### config.mk
export PLATFORM = sky130hd
export DESIGN_NAME = cfir_ctrl
export DESIGN_NICKNAME = d
export VERILOG_FILES = /design/src/hdl/cfir_pkg.sv /design/src/hdl/cfir_ctrl.sv
export SDC_FILE = /design/constraint.sdc
export NUM_CORES = 1
export LEC_CHECK = 0
export BUFFER_PORTS_ARGS = -buffer_cell sky130_fd_sc_hd__buf_2
export CAP_MARGIN = 40
export CORE_AREA = 8 8 45 47
export DETAILED_ROUTE_END_ITERATION = 12
export DIE_AREA = 0 0 53 55
export PLACE_DENSITY = 0.59
export SETUP_SLACK_MARGIN = 0.15
export SYNTH_ARGS = -nofsm -noshare
export SYNTH_HDL_FRONTEND = slang
export SYNTH_SLANG_ARGS = --single-unit
### constraint.sdc
create_clock -name clk -period 3.45 [get_ports clk]
set_input_delay 1.035 -clock clk [delete_from_list [all_inputs] [get_ports clk]]
set_output_delay 1.035 -clock clk [all_outputs]
set_load 0.02 [all_outputs]
### src/hdl/cfir_pkg.sv
// Shared types and constants for the complex FIR filter.
// No dependencies; imported by every module of the block.
`default_nettype none

package cfir_pkg;

  localparam int unsigned IDX_W   = 5;
  localparam int unsigned FIELD_W = 16;
  localparam int unsigned ACC_W   = 40;
  localparam int unsigned OP_W    = 2;

  localparam logic [OP_W-1:0] OP_LOAD   = 2'd0;
  localparam logic [OP_W-1:0] OP_SAMPLE = 2'd1;
  localparam logic [OP_W-1:0] OP_CLEAR  = 2'd2;

  typedef enum logic {
    ST_IDLE,
    ST_CALC
  } state_t;

  // broadcast to every tap cell
  typedef struct packed {
    logic             shift;
    logic             clear;
    logic             load;
    logic [IDX_W-1:0] idx;
  } cmd_t;

  typedef struct packed {
    logic busy;
    logic done;
  } sts_t;

endpackage

`default_nettype wire

### src/hdl/cfir_ctrl.sv
// Sequencer for the complex FIR: input handshake, op decode, settle counter
// for the partial-sum chain and the output valid flag. Uses cfir_pkg.
`default_nettype none

module cfir_ctrl #(
  parameter int unsigned TAPS = 32
) (
  input  wire logic                      clk,
  input  wire logic                      rst,
  input  wire logic                      in_valid,
  input  wire logic [cfir_pkg::OP_W-1:0]  op,
  input  wire logic [cfir_pkg::IDX_W-1:0] tap_index,
  input  wire logic                      out_ready,
  output logic                           in_ready,
  output logic                           out_valid,
  output cfir_pkg::cmd_t                 cmd,
  output cfir_pkg::sts_t                 sts
);
  import cfir_pkg::*;

  localparam int unsigned CNT_W = $clog2(TAPS + 2);
  localparam logic [CNT_W-1:0] CNT_LAST = CNT_W'(TAPS + 1);

  state_t           state;
  state_t           state_next;
  logic [CNT_W-1:0] cnt;
  logic             accept;
  logic             out_free;

  assign accept   = in_valid && in_ready;
  assign out_free = !out_valid || out_ready;

  always_comb begin
    state_next = state;
    case (state)
      ST_IDLE: if (accept && op == OP_SAMPLE) state_next = ST_CALC;
      ST_CALC: if (cnt == CNT_LAST && out_free) state_next = ST_IDLE;
      default: state_next = ST_IDLE;
    endcase
  end

  always_comb begin
    in_ready = 1'b0;
    sts      = '0;
    case (state)
      ST_IDLE: in_ready = 1'b1;
      ST_CALC: begin
        sts.busy = 1'b1;
        sts.done = (cnt == CNT_LAST) && out_free;
      end
      default: in_ready = 1'b0;
    endcase
    cmd.shift = accept && (op == OP_SAMPLE);
    cmd.clear = accept && (op == OP_CLEAR);
    cmd.load  = accept && (op == OP_LOAD);
    cmd.idx   = tap_index;
  end

  always_ff @(posedge clk) begin
    if (rst) begin
      state <= ST_IDLE;
      cnt   <= '0;
    end else begin
      state <= state_next;
      if (state == ST_IDLE) begin
        cnt <= '0;
      end else if (cnt != CNT_LAST) begin
        cnt <= cnt + 1'b1;
      end
    end
  end

  always_ff @(posedge clk) begin
    if (rst) begin
      out_valid <= 1'b0;
    end else if (sts.done) begin
      out_valid <= 1'b1;
    end else if (out_ready) begin
      out_valid <= 1'b0;
    end
  end

endmodule

`default_nettype wire

**Word level (Yosys, flattened, before mapping)**

Index checks and enable logic that the tools add are counted.
W data, S select, Z words.

- Add/subtract/negate cells: 1
- Equality and inequality tests: 4
- Multiplexer cells: 7
- Bitwise gates (word level): 1
- Reduce and logical (&&, ||, !) cells: 10

Operator list:

| kind | number |
|---|---|
| $add A6 B1 Y6 const B | 1 |
| $eq A6 B6 Y1 const B | 1 |
| $ne A6 B6 Y1 const B | 1 |
| $logic_and A1 B1 Y1 | 5 |
| $mux W1 | 5 |
| $eq A2 B1 Y1 const B | 1 |
| $eq A2 B2 Y1 const B | 1 |
| $logic_not A2 Y1 | 1 |
| $mux W2 | 1 |
| $pmux W1 S2 | 1 |
| $reduce_bool A2 Y1 | 1 |
| $reduce_or A2 Y1 | 1 |
| $logic_not A1 Y1 | 1 |
| $logic_or A1 B1 Y1 | 1 |
| $not A1 Y1 | 1 |

- Bits in registers: 8
- Input bits: 11
- Output and inout bits: 12

**Depth between registers and ports, before layout**

- Word-level depth: 5
- Mapped depth: 5
- Gate-level depth less buffers: 5

**Worst setup path before layout**

Ideal clock, no wire load.

- Kind: input to output
- From: input port op[0] (netlist name)
- To: output port cmd[7] (netlist name)
- Arrival time: 1.815 ns
- Required time: 2.415 ns
- Path slack: 0.600 ns
- Stages on the path: 1
- Path through: nor4bb_1

- Cells in the longest elaborated chain, start to end: 2

Ends and longest elaborated chain:

| item | RTL line | text |
|---|---|---|
| start, declared | cfir_ctrl.sv:11 | `input wire logic [cfir_pkg::OP_W-1:0] op,` |
| $eq A2 B1 Y1 | cfir_ctrl.sv:53 | `cmd.shift = accept && (op == OP_SAMPLE);` |
| $logic_and A1 B1 Y1 | cfir_ctrl.sv:53 |  |
| end, declared | cfir_ctrl.sv:16 | `output cfir_pkg::cmd_t cmd,` |

Every way passes these cells.

==> flow_summary.json <==
{
  "status": "complete, no violations",
  "hold_path.class": "register to register",
  "finalCritPeriodShare": 0.7944,
  "post-place-ws_ns": 0.7115,
  "power-per-cell-area_nw_per_um2": 365.1,
  "maxCapViolCount": 0,
  "clock_power_share": 0.392,
  "fmax_ghz": 0.3649,
  "cts_tree": "yes",
  "drt_iter0_markers": 2,
  "cp_num_buf_inv": 2,
  "overflow": 0,
  "tns_ns": 0,
  "start_util": 0.3228,
  "grt_start_max_net_pins": 10,
  "drtAntennaViolNets": 0,
  "hpwl_um": 674.2,
  "r2r_start": "cnt[3]",
  "post_cts_buffers": 0,
  "r2r_setup_slack_ns": 2.13,
  "p_sw_mw": 0.04236,
  "layout_min_cycle_time_ns": 2.741,
  "grt_pass1_wl_mm": 1.304,
  "drcViolationCount": 0,
  "final_area_sq_um": 500.5,
  "hold_end": "cnt[5]",
  "stdcell_count": 74,
  "clock-sinks": 8,
  "min_from": "cnt[5]",
  "die_y_um": 55,
  "intPower_mw": 0.1404,
  "critPathMaxStageDelay_ns": 0.33,
  "path_cells": "buf_2, nor4bb_1, buf_2",
  "finalClockSkew_ns": 0.002505,
  "grt_pass1_vias": 336,
  "cpMostUsedCell": "buf_2",
  "die-area_sq_um": 2915,
  "slew_headroom": 0.7784,
  "core_sq_um": 1384,
  "antenna_found_initial": 0,
  "hold_depth": 2,
  "setup_viol": 0,
  "cts_resized": 0,
  "die_w_um": 53,
  "crit_path_end_kind": "primary output",
  "area_growth_pct": 12.04,
  "slowest_stage": "nor4bb_1",
  "cts_buffers": 3,
  "final_nets": 73,
  "drive_gt1_frac": 0.2931,
  "crit_arrival_ns": 1.71,
  "power_leakage_nw": 0.1967,
  "startpoint_type": "primary input",
  "busiest_layer": "met2",
  "diodes": 0,
  "gp_congestion": 0.7402,
  "syn_nets": 63,
  "finalHoldViolCount": 0,
  "grtUsageMet3": 0.04011,
  "clock_latency_ns": 0.26,
  "power_mw": 0.1827,
  "pwr-share-comb": 0.087,
  "rsz0062_at_grt": "no",
  "cp.required_ns": 2.41,
  "ios": 23,
  "mostFrequentLayoutCell": "buf_2",
  "ctsRootBufferMaster": "clkbuf_4",
  "firstDrtPassIters": 4,
  "rr_endpoint": "state",
  "crit_family": "buffers and inverters",
  "holdWs_ns": 0.4906,
  "dpl_cell_area_sq_um": 478.0,
  "vias": 364,
  "gr-usage-met2": 0.09180,
  "r2r_cells": 3,
  "fin_util": 0.3617,
  "ys_seq_elements": 8,
  "numPortBuffers": 12,
  "peakVddDrop_uv": 163.5,
  "hold_buffers": 0,
  "dp_cells": 71,
  "crit_type": "primary input to primary output",
  "max_slew.worst_pin.slew_ns": 0.3279,
  "crit_fanout": 3,
  "synth.distinct_cells": 24,
  "drt-total-wl_um": 863,
  "avgViaCountPerCell": 4.919,
  "drv_slew": 0,
  "swShare": 0.2318,
  "seq_area_frac_synth": 0.3585,
  "layout_common_cells": "12 x buf_2, 8 x dfxtp_1, 5 x nor3_1",
  "seq_power_share": 0.521,
  "synth_warnings": 0,
  "path_clk_slew_ns": 0.05,
  "wl_per_cell_um": 11.66,
  "cts.path.max_buffers": 2,
  "fin_ws_ns": 0.7095,
  "rows": 14,
  "synth_area_sq_um": 446.7,
  "syn_avg_cell_area_sq_um": 8.934,
  "grt_usage": 0.06134,
  "htree_levels": 1,
  "syn_inst": 50,
  "grt_use_met1": 0.05810
}
[flip-flops by register name, summed over array words and instances (netlist names)]
name and flops:
cnt 6, out_valid 1, state 1
[how the worst max path moves through the flow]
stage            from     end  depth (start not counted)
3_5_place_dp    op[1]  cmd[7]                          3
5_1_grt        cnt[3]  sts[0]                          4
6_report        op[1]  cmd[7]                          3
3_3_place_gp    op[1]  cmd[7]                          3
2_1_floorplan   op[0]  cmd[7]                          1
4_1_cts         op[1]  cmd[7]                          3
[area by class of cell]
| type | instances | area (sq um) |
|---|---|---|
| clock buffer | 3 | 22.52 |
| fill | 144 | 883.3 |
| tap | 16 | 20.02 |
| sequential | 8 | 160.2 |
| inverter | 3 | 11.26 |
| timing repair buffer | 12 | 60.06 |
| multi-input combinational | 32 | 226.5 |
[layer usage]
layer | wire length, um | vias to the layer above
li1 | - | 187
met1 | 358 | 159
met2 | 332 | 16
met3 | 153 | 2
met4 | 19 | 0
met5 | 0 | -
[power groups by stage]
stage | Clock, mW | Sequential [mW] | Combinational (mW)
2_1_floorplan | 0 | 0.0968 | 0.0187
3_3_place_gp | 0 | 0.0972 | 0.0158
3_5_place_dp | 0 | 0.0972 | 0.0160
4_1_cts | 0.0751 | 0.0952 | 0.0161
5_1_grt | 0.0777 | 0.0955 | 0.0174
6_report | 0.0717 | 0.0952 | 0.0158
[synthesized netlist by cell type, drive strengths merged]
library cell,number,share of area
a211oi,1,0.028
a21oi,1,0.011
a2bb2oi,1,0.020
and3,1,0.014
buf,6,0.10
clkbuf,1,0.0084
dfxtp,8,0.36
ha,2,0.056
inv,3,0.025
nand2,1,0.0084
nand2b,3,0.042
nand3,2,0.022
nor2,1,0.0084
nor3,5,0.056
nor3b,1,0.017
nor4b,1,0.020
nor4bb,2,0.045
o21ai,3,0.034
o22ai,1,0.014
or2,1,0.014
or3,1,0.014
or3b,1,0.025
xnor2,1,0.020
xor2,2,0.039
[kinds of logic after synthesis]
logic type / after synthesis / share of synthesized area
XOR/XNOR: 3 / 0.05883
adder cells (fa/ha/maj): 2 / 0.05601
AND/OR/NAND/NOR: 20 / 0.2857
AO/OA/AOI/OAI: 7 / 0.1064
buffers and inverters: 10 / 0.1344
flip-flops: 8 / 0.3585
[worst min-delay path: cells and delay by family (launching register included)]
| kind | cells | cell delay [ns] |
|---|---|---|
| flip-flops | 1 | 0.31 |
| AO/OA/AOI/OAI | 2 | 0.13 |
Note: power is estimated with default switching activity, not from simulation.
