$ cat src/hdl/cfir_pkg.sv
// Shared types and constants for the complex FIR filter.
// No dependencies; imported by every module of the block.
`default_nettype none

package cfir_pkg;

  localparam int unsigned IDX_W   = 5;
  localparam int unsigned FIELD_W = 16;
  localparam int unsigned ACC_W   = 40;
  localparam int unsigned OP_W    = 2;

  localparam logic [OP_W-1:0] OP_LOAD   = 2'd0;
  localparam logic [OP_W-1:0] OP_SAMPLE = 2'd1;
  localparam logic [OP_W-1:0] OP_CLEAR  = 2'd2;

  typedef enum logic {
    ST_IDLE,
    ST_CALC
  } state_t;

  // broadcast to every tap cell
  typedef struct packed {
    logic             shift;
    logic             clear;
    logic             load;
    logic [IDX_W-1:0] idx;
  } cmd_t;

  typedef struct packed {
    logic busy;
    logic done;
  } sts_t;

endpackage

`default_nettype wire

$ cat src/hdl/cfir_cell.sv
// One tap of the complex FIR chain: delay sample, coefficient, complex product
// and a registered partial sum passed on to the next cell. Uses cfir_pkg.
`default_nettype none

module cfir_cell #(
  parameter int unsigned SAMPLE_WIDTH = 16,
  parameter int unsigned INDEX        = 0
) (
  input  wire logic                        clk,
  input  wire logic                        rst,
  input  wire cfir_pkg::cmd_t              cmd,
  input  wire logic [SAMPLE_WIDTH-1:0]     din_re,
  input  wire logic [SAMPLE_WIDTH-1:0]     din_im,
  input  wire logic [SAMPLE_WIDTH-1:0]     ld_re,
  input  wire logic [SAMPLE_WIDTH-1:0]     ld_im,
  input  wire logic [cfir_pkg::ACC_W-1:0]  psum_in_re,
  input  wire logic [cfir_pkg::ACC_W-1:0]  psum_in_im,
  output logic      [SAMPLE_WIDTH-1:0]     dout_re,
  output logic      [SAMPLE_WIDTH-1:0]     dout_im,
  output logic      [cfir_pkg::ACC_W-1:0]  psum_out_re,
  output logic      [cfir_pkg::ACC_W-1:0]  psum_out_im
);
  import cfir_pkg::*;

  localparam int unsigned PW = 2 * SAMPLE_WIDTH;

  logic signed [SAMPLE_WIDTH-1:0] coef_re;
  logic signed [SAMPLE_WIDTH-1:0] coef_im;
  logic signed [PW-1:0]           p_rr;
  logic signed [PW-1:0]           p_ii;
  logic signed [PW-1:0]           p_ri;
  logic signed [PW-1:0]           p_ir;
  logic signed [63:0]             w_rr;
  logic signed [63:0]             w_ii;
  logic signed [63:0]             w_ri;
  logic signed [63:0]             w_ir;
  logic                           hit;

  assign hit = cmd.load && (32'(cmd.idx) == INDEX);

  always_ff @(posedge clk) begin
    if (rst) begin
      dout_re <= '0;
      dout_im <= '0;
    end else if (cmd.clear) begin
      dout_re <= '0;
      dout_im <= '0;
    end else if (cmd.shift) begin
      dout_re <= din_re;
      dout_im <= din_im;
    end
  end

  always_ff @(posedge clk) begin
    if (hit) begin
      coef_re <= ld_re;
      coef_im <= ld_im;
    end
  end

  always_ff @(posedge clk) begin
    p_rr <= $signed(dout_re) * coef_re;
    p_ii <= $signed(dout_im) * coef_im;
    p_ri <= $signed(dout_re) * coef_im;
    p_ir <= coef_re * $signed(dout_im);
  end

  assign w_rr = 64'(p_rr);
  assign w_ii = 64'(p_ii);
  assign w_ri = 64'(p_ri);
  assign w_ir = 64'(p_ir);

  // sums wrap modulo 2^ACC_W
  always_ff @(posedge clk) begin
    psum_out_re <= psum_in_re + w_rr[ACC_W-1:0] - w_ii[ACC_W-1:0];
    psum_out_im <= psum_in_im + w_ri[ACC_W-1:0] + w_ir[ACC_W-1:0];
  end

endmodule

`default_nettype wire

$ cat config.mk
export PLATFORM = sky130hd
export DESIGN_NAME = cfir_cell
export DESIGN_NICKNAME = d
export VERILOG_FILES = /design/src/hdl/cfir_pkg.sv /design/src/hdl/cfir_cell.sv
export SDC_FILE = /design/constraint.sdc
export NUM_CORES = 2
export LEC_CHECK = 0
export BUFFER_PORTS_ARGS = -buffer_cell sky130_fd_sc_hd__buf_2
export CAP_MARGIN = 20
export CORE_AREA = 2 2 300 302
export DETAILED_ROUTE_END_ITERATION = 7
export DIE_AREA = 0 0 302 304
export GPL_TIMING_DRIVEN = 0
export PLACE_DENSITY_LB_ADDON = 0.1
export SLEW_MARGIN = 20
export SYNTH_ARGS = -nofsm -noshare
export SYNTH_HDL_FRONTEND = slang
export SYNTH_SLANG_ARGS = --single-unit
$ cat constraint.sdc
create_clock -name clk -period 5.87 [get_ports clk]
set_input_delay 0.8805 -clock clk [delete_from_list [all_inputs] [get_ports clk]]
set_output_delay 0.8805 -clock clk [all_outputs]
set_load 0.01 [all_outputs]
### Yosys cells after proc, flatten, opt, wreduce, memory -nomap -nowiden

Index checks and enable logic that the tools add are counted.

* logic and storage cells: 21
* register bits: 272

* $add $sub $neg: 4
* reduce and logical (&&, ||, !) cells: 3
* $mul: 4

Operator list (number)
* multiplier 16 x 16 -> 32 bit: 4
* adder 40 bit: 3
* subtractor 40 bit: 1
* zero test 5 bit: 1
* OR reduction 2 bit: 1
* logical AND 1 bit: 1

### Logic depth before layout (Yosys ltp)

* depth after elaboration: 2
* gate-level depth with buffers: 24
* depth with buffers taken out: 22

### Worst setup path before layout

No wires, ideal clock.

* kind: reg2reg
* from: register dout_re[12]
* to: register p_rr[30]
* setup slack: -0.378 ns
* path buffers: 1
* stages on the path, launching flop included: 22
* arrival: 6.153 ns
* cells stage by stage: dfxtp_1 -> clkbuf_1 -> nand2_1 -> fa_1 -> fa_1 -> fa_1 -> inv_1 -> fa_1 -> fa_1 -> inv_1 -> fa_1 -> inv_1 -> ha_1 -> a21o_1 -> a21o_1 -> a221oi_4 -> o211ai_4 -> a211oi_4 -> o21ai_2 -> o31ai_4 -> or4b_1 -> o311ai_1

* cells in the longest elaborated chain, start to end: 1

RTL lines
* from (decl): line cfir_cell.sv:18 `output logic [SAMPLE_WIDTH-1:0] dout_re,`
* from (signal assigned): line cfir_cell.sv:49 `dout_re <= din_re;`
* multiplier 16 x 16 -> 32 bit: line cfir_cell.sv:62 `p_rr <= $signed(dout_re) * coef_re;`
* to (signal assigned): line cfir_cell.sv:62
* to (decl): line cfir_cell.sv:29 `logic signed [PW-1:0] p_rr;`

No other way between the ends.
A chain may end at the register's enable or synchronous reset.

### Final worst setup path

* from: register coef_re[6]
* to: register p_rr[30]

* cells in the longest elaborated chain, start to end: 1

RTL lines
* from (decl): line cfir_cell.sv:27 `logic signed [SAMPLE_WIDTH-1:0] coef_re;`
* from (signal assigned): line cfir_cell.sv:56 `coef_re <= ld_re;`
* multiplier 16 x 16 -> 32 bit: line cfir_cell.sv:62

No other way between the ends.

==> out/qor.csv <==
stage,metric,value,unit
status,outcome,finished with violations,
status,violations,negative setup slack,
clock_tree,cts_tree,done,
layout,nets,7726,
placement,port-buffer-count,264,
detailed_routing,routedWlPerCell,22.8,um
detailed_routing,avgViaCountPerCell,5.55,
synthesis,ys_ff_latch,272,
global_routing,grt_pass1_wl,253,mm
floorplan,initial_core_util,58.3,%
floorplan,rows,110,
clock_tree,clkTransAtPathRegs,0.06,ns
clock_tree,clk_latency,0.62,ns
critical_path,critPathMaxFanout,6,
critical_path,worstPathRequired,6.33,ns
detailed_routing,route.vias.total,40300,
synthesis,synth_cells,5537,
synthesis,synth.largest_area_cell,fa_1,
floorplan,die_w,302,um
pwr,p_per_area,283,nW/um^2
global_routing,grt_util_all_layers,37.1,%
global_routing,grt_overflow,0,
clock_tree,cts_buffers,34,
placement,dpl-instance-area,55000,sq um
floorplan,die_h,304,um
critical_path,start_kind,register,
timing,finalWorstSetupSlack,-0.782,ns
timing,slew_viol_final,0,
timing,hold_viol_final,0,
pwr,total_power,17.2,mW
timing,rsz0062_at_grt,true,
clock_tree,root_buffer,clkbuf_16,
placement,dp_hpwl,134,mm
detailed_routing,routed_wl,165,mm
hold_path,hold_path_class,in -> reg,
critical_path,end_kind,register,
floorplan,die-area,91800,sq um
layout,final_area,61000,sq um
synthesis,ys.warnings.count,0,
placement,dp.cells,6982,
detailed_routing,first_pass_iters,5,
layout,drive_gt1_share,17.9,%
clock_tree,htreeDepth,2,
timing,finalSetupViolCount,50,
detailed_routing,drc,0,
critical_path,critPathKind,reg -> reg,
synthesis,ys.flop_type,dfxtp_1,
global_routing,grt_pass1_vias,42400,
detailed_routing,ant_nets,0,
synthesis,synth_fp_nets,7224,
job,cap_violations,0,
synthesis,yosysMostFrequentCell,inv_1,
synthesis,yosys.cell_types.count,86,
timing,max_slew_margin,26.3,%
layout,multi_input_area,42200,sq um
synthesis,synth-seq-area-share,11.1,%
synthesis,synth_top_area_share,43.4,%
clock_tree,cts_sinks,272,
global_routing,antenna_found_initial,6,
layout,seq_area,5830,sq um
synthesis,syn_avg_cell_area,9.38,sq um
floorplan,num_io_pins,266,
timing,tightest_slew,1.10,ns
critical_path,crit_arrival,7.12,ns
timing,final.period_utilization,113,%
pwr,power_leakage,31.4,nW
synthesis,synth_commonest_cells,"1,341 x inv_1, 1,127 x fa_1, 540 x nand2_1, 505 x and2_1, 406 x ha_1",
floorplan,core_area,89000,sq um
timing,final.setup_skew,0.0369,ns
layout,areaGrowthSynthToFinish,17.3,%
synthesis,syn_area,52000,sq um
timing,fin_crit,6.65,ns
detailed_routing,drtIter0Drc,2912,
layout,n_fill_cell,7026,
synthesis,async_flop_share,0,%
synthesis,yosys-top-cells-area,"fa_1 43%, ha_1 9.8%, inv_1 9.7%, dfxtp_1 9.2%, and2_1 6.1%",
layout,stdcell_count,7249,
synthesis,synth_edf_count,32,
placement,gp_congestion,0.996,
clock_tree,cts_buffer_depth,3,
pwr,irDropWorstVdd,0.436,mV
global_routing,grt_max_degree,14,
timing,fmax,0.150,GHz
-- timing repair --
action / in CTS / in global routing
buffers inserted: 126 / 90
cloned: 3 / 1
endpoints found under the setup margin: 82 / 69
pin swaps: 128 / 194
gates resized for setup: 623 / 290
hold buffers: 0 / 0
endpoints found under the hold margin: 0 / 0
-- flip-flops by register name (all words and copies together) (netlist names) --
| register | count |
|---|---|
| psum_out_im | 40 |
| coef_re | 16 |
| p_rr | 32 |
| dout_im | 16 |
| coef_im | 16 |
| psum_out_re | 40 |
| p_ir | 32 |
| p_ii | 32 |
| p_ri | 32 |
| dout_re | 16 |
-- cells in the final DEF (no fill, tap or decap), types with 29 or more instances in the layout --
cell	instances
nor2_1	163
xor2_1	41
buf_2	275
ha_1	356
clkbuf_4	44
o21bai_1	32
nand2_1	529
fa_2	42
clkbuf_2	33
ha_4	42
clkbuf_1	34
o21ai_0	43
buf_4	156
a21oi_1	104
xnor2_1	142
buf_6	52
dfxtp_1	211
clkbuf_16	48
and2_1	476
nand2b_1	31
inv_1	1301
a21oi_2	35
o21a_1	44
nand3_1	30
a21o_1	76
and2_4	29
fa_1	1085
edfxtp_1	32
mux2i_1	36
clkbuf_8	53
inv_2	39
nor3_1	32
-- cell families after synthesis --
kind of cell	synth area share [%]
fa+ha+maj	53.2
flops	11.1
compound gates	6.81
xor+xnor	3.37
mux	0.715
buf+inv	11.3
simple gates	13.5
-- power breakdown --
group	internal, mW	switching (mW)	leakage (nW)
combinational	5.21	6.96	28.6
sequential	2.63	0.347	2.31
clock	1.17	0.918	0.521
-- through the flow --
step	utilization (%)	setup slack (ns)	hold slack, ns	TNS, ns
final	68.5	-0.782	0.438	-16.97
after global routing	68.4	-0.878	0.432	-23.78
after CTS	66.7	-0.801	0.413	-15.03
after detailed placement	61.7	-1.97	0.571	-77.03
after global placement	61.7	-2.55	0.573	-145.32
after floorplan	-	-0.140	0.508	-0.140
-- metal layers --
layer / share of wire [%] / track usage (%) / vias up
li1: - / - / 17600
met2: 46 / 58.5 / 1897
met4: 7.0 / 19.9 / 2
met1: 38 / 47.7 / 20300
met5: 0.011 / 0 / -
met3: 9.9 / 8.50 / 476
-- cell type report --
type / count / area share, %
Antenna cell: 8 / 0.0328
Clock inverter: 14 / 0.199
Buffer: 205 / 3.26
Sequential cell: 272 / 9.56
Multi-Input combinational cell: 3707 / 69.2
Timing Repair Buffer: 478 / 5.53
Tap cell: 1176 / 2.41
Inverter: 1341 / 8.26
Clock buffer: 48 / 1.55
-- critical path, stage by stage, from the launching register on --
cell	delay [ns]
edfxtp_1	0.57
buf_8	0.23
and2_4	0.16
fa_1	0.48
inv_1	0.05
fa_1	0.45
fa_1	0.49
inv_1	0.05
fa_1	0.46
fa_1	0.49
inv_1	0.05
fa_1	0.49
inv_2	0.05
ha_4	0.24
a21o_1	0.19
a21o_1	0.18
a221oi_4	0.33
o211ai_4	0.20
a211oi_4	0.36
o21ai_2	0.12
o31ai_4	0.22
or4b_4	0.51
o311ai_4	0.13
-- final timing paths --
| path | from | end | slack [ns] | cells after the start |
|---|---|---|---|---|
| setup / recovery | coef_re[6] | p_rr[30] | -0.78 | 22 |
| hold / removal | ld_re[12] | coef_re[12] | 0.44 | 1 |
| setup reg to reg | coef_re[6] | p_rr[30] | -0.78 | 22 |
| hold reg to reg | p_ir[0] | psum_out_im[0] | 0.57 | 3 |
No activity file was read; power rests on OpenSTA's default activity.
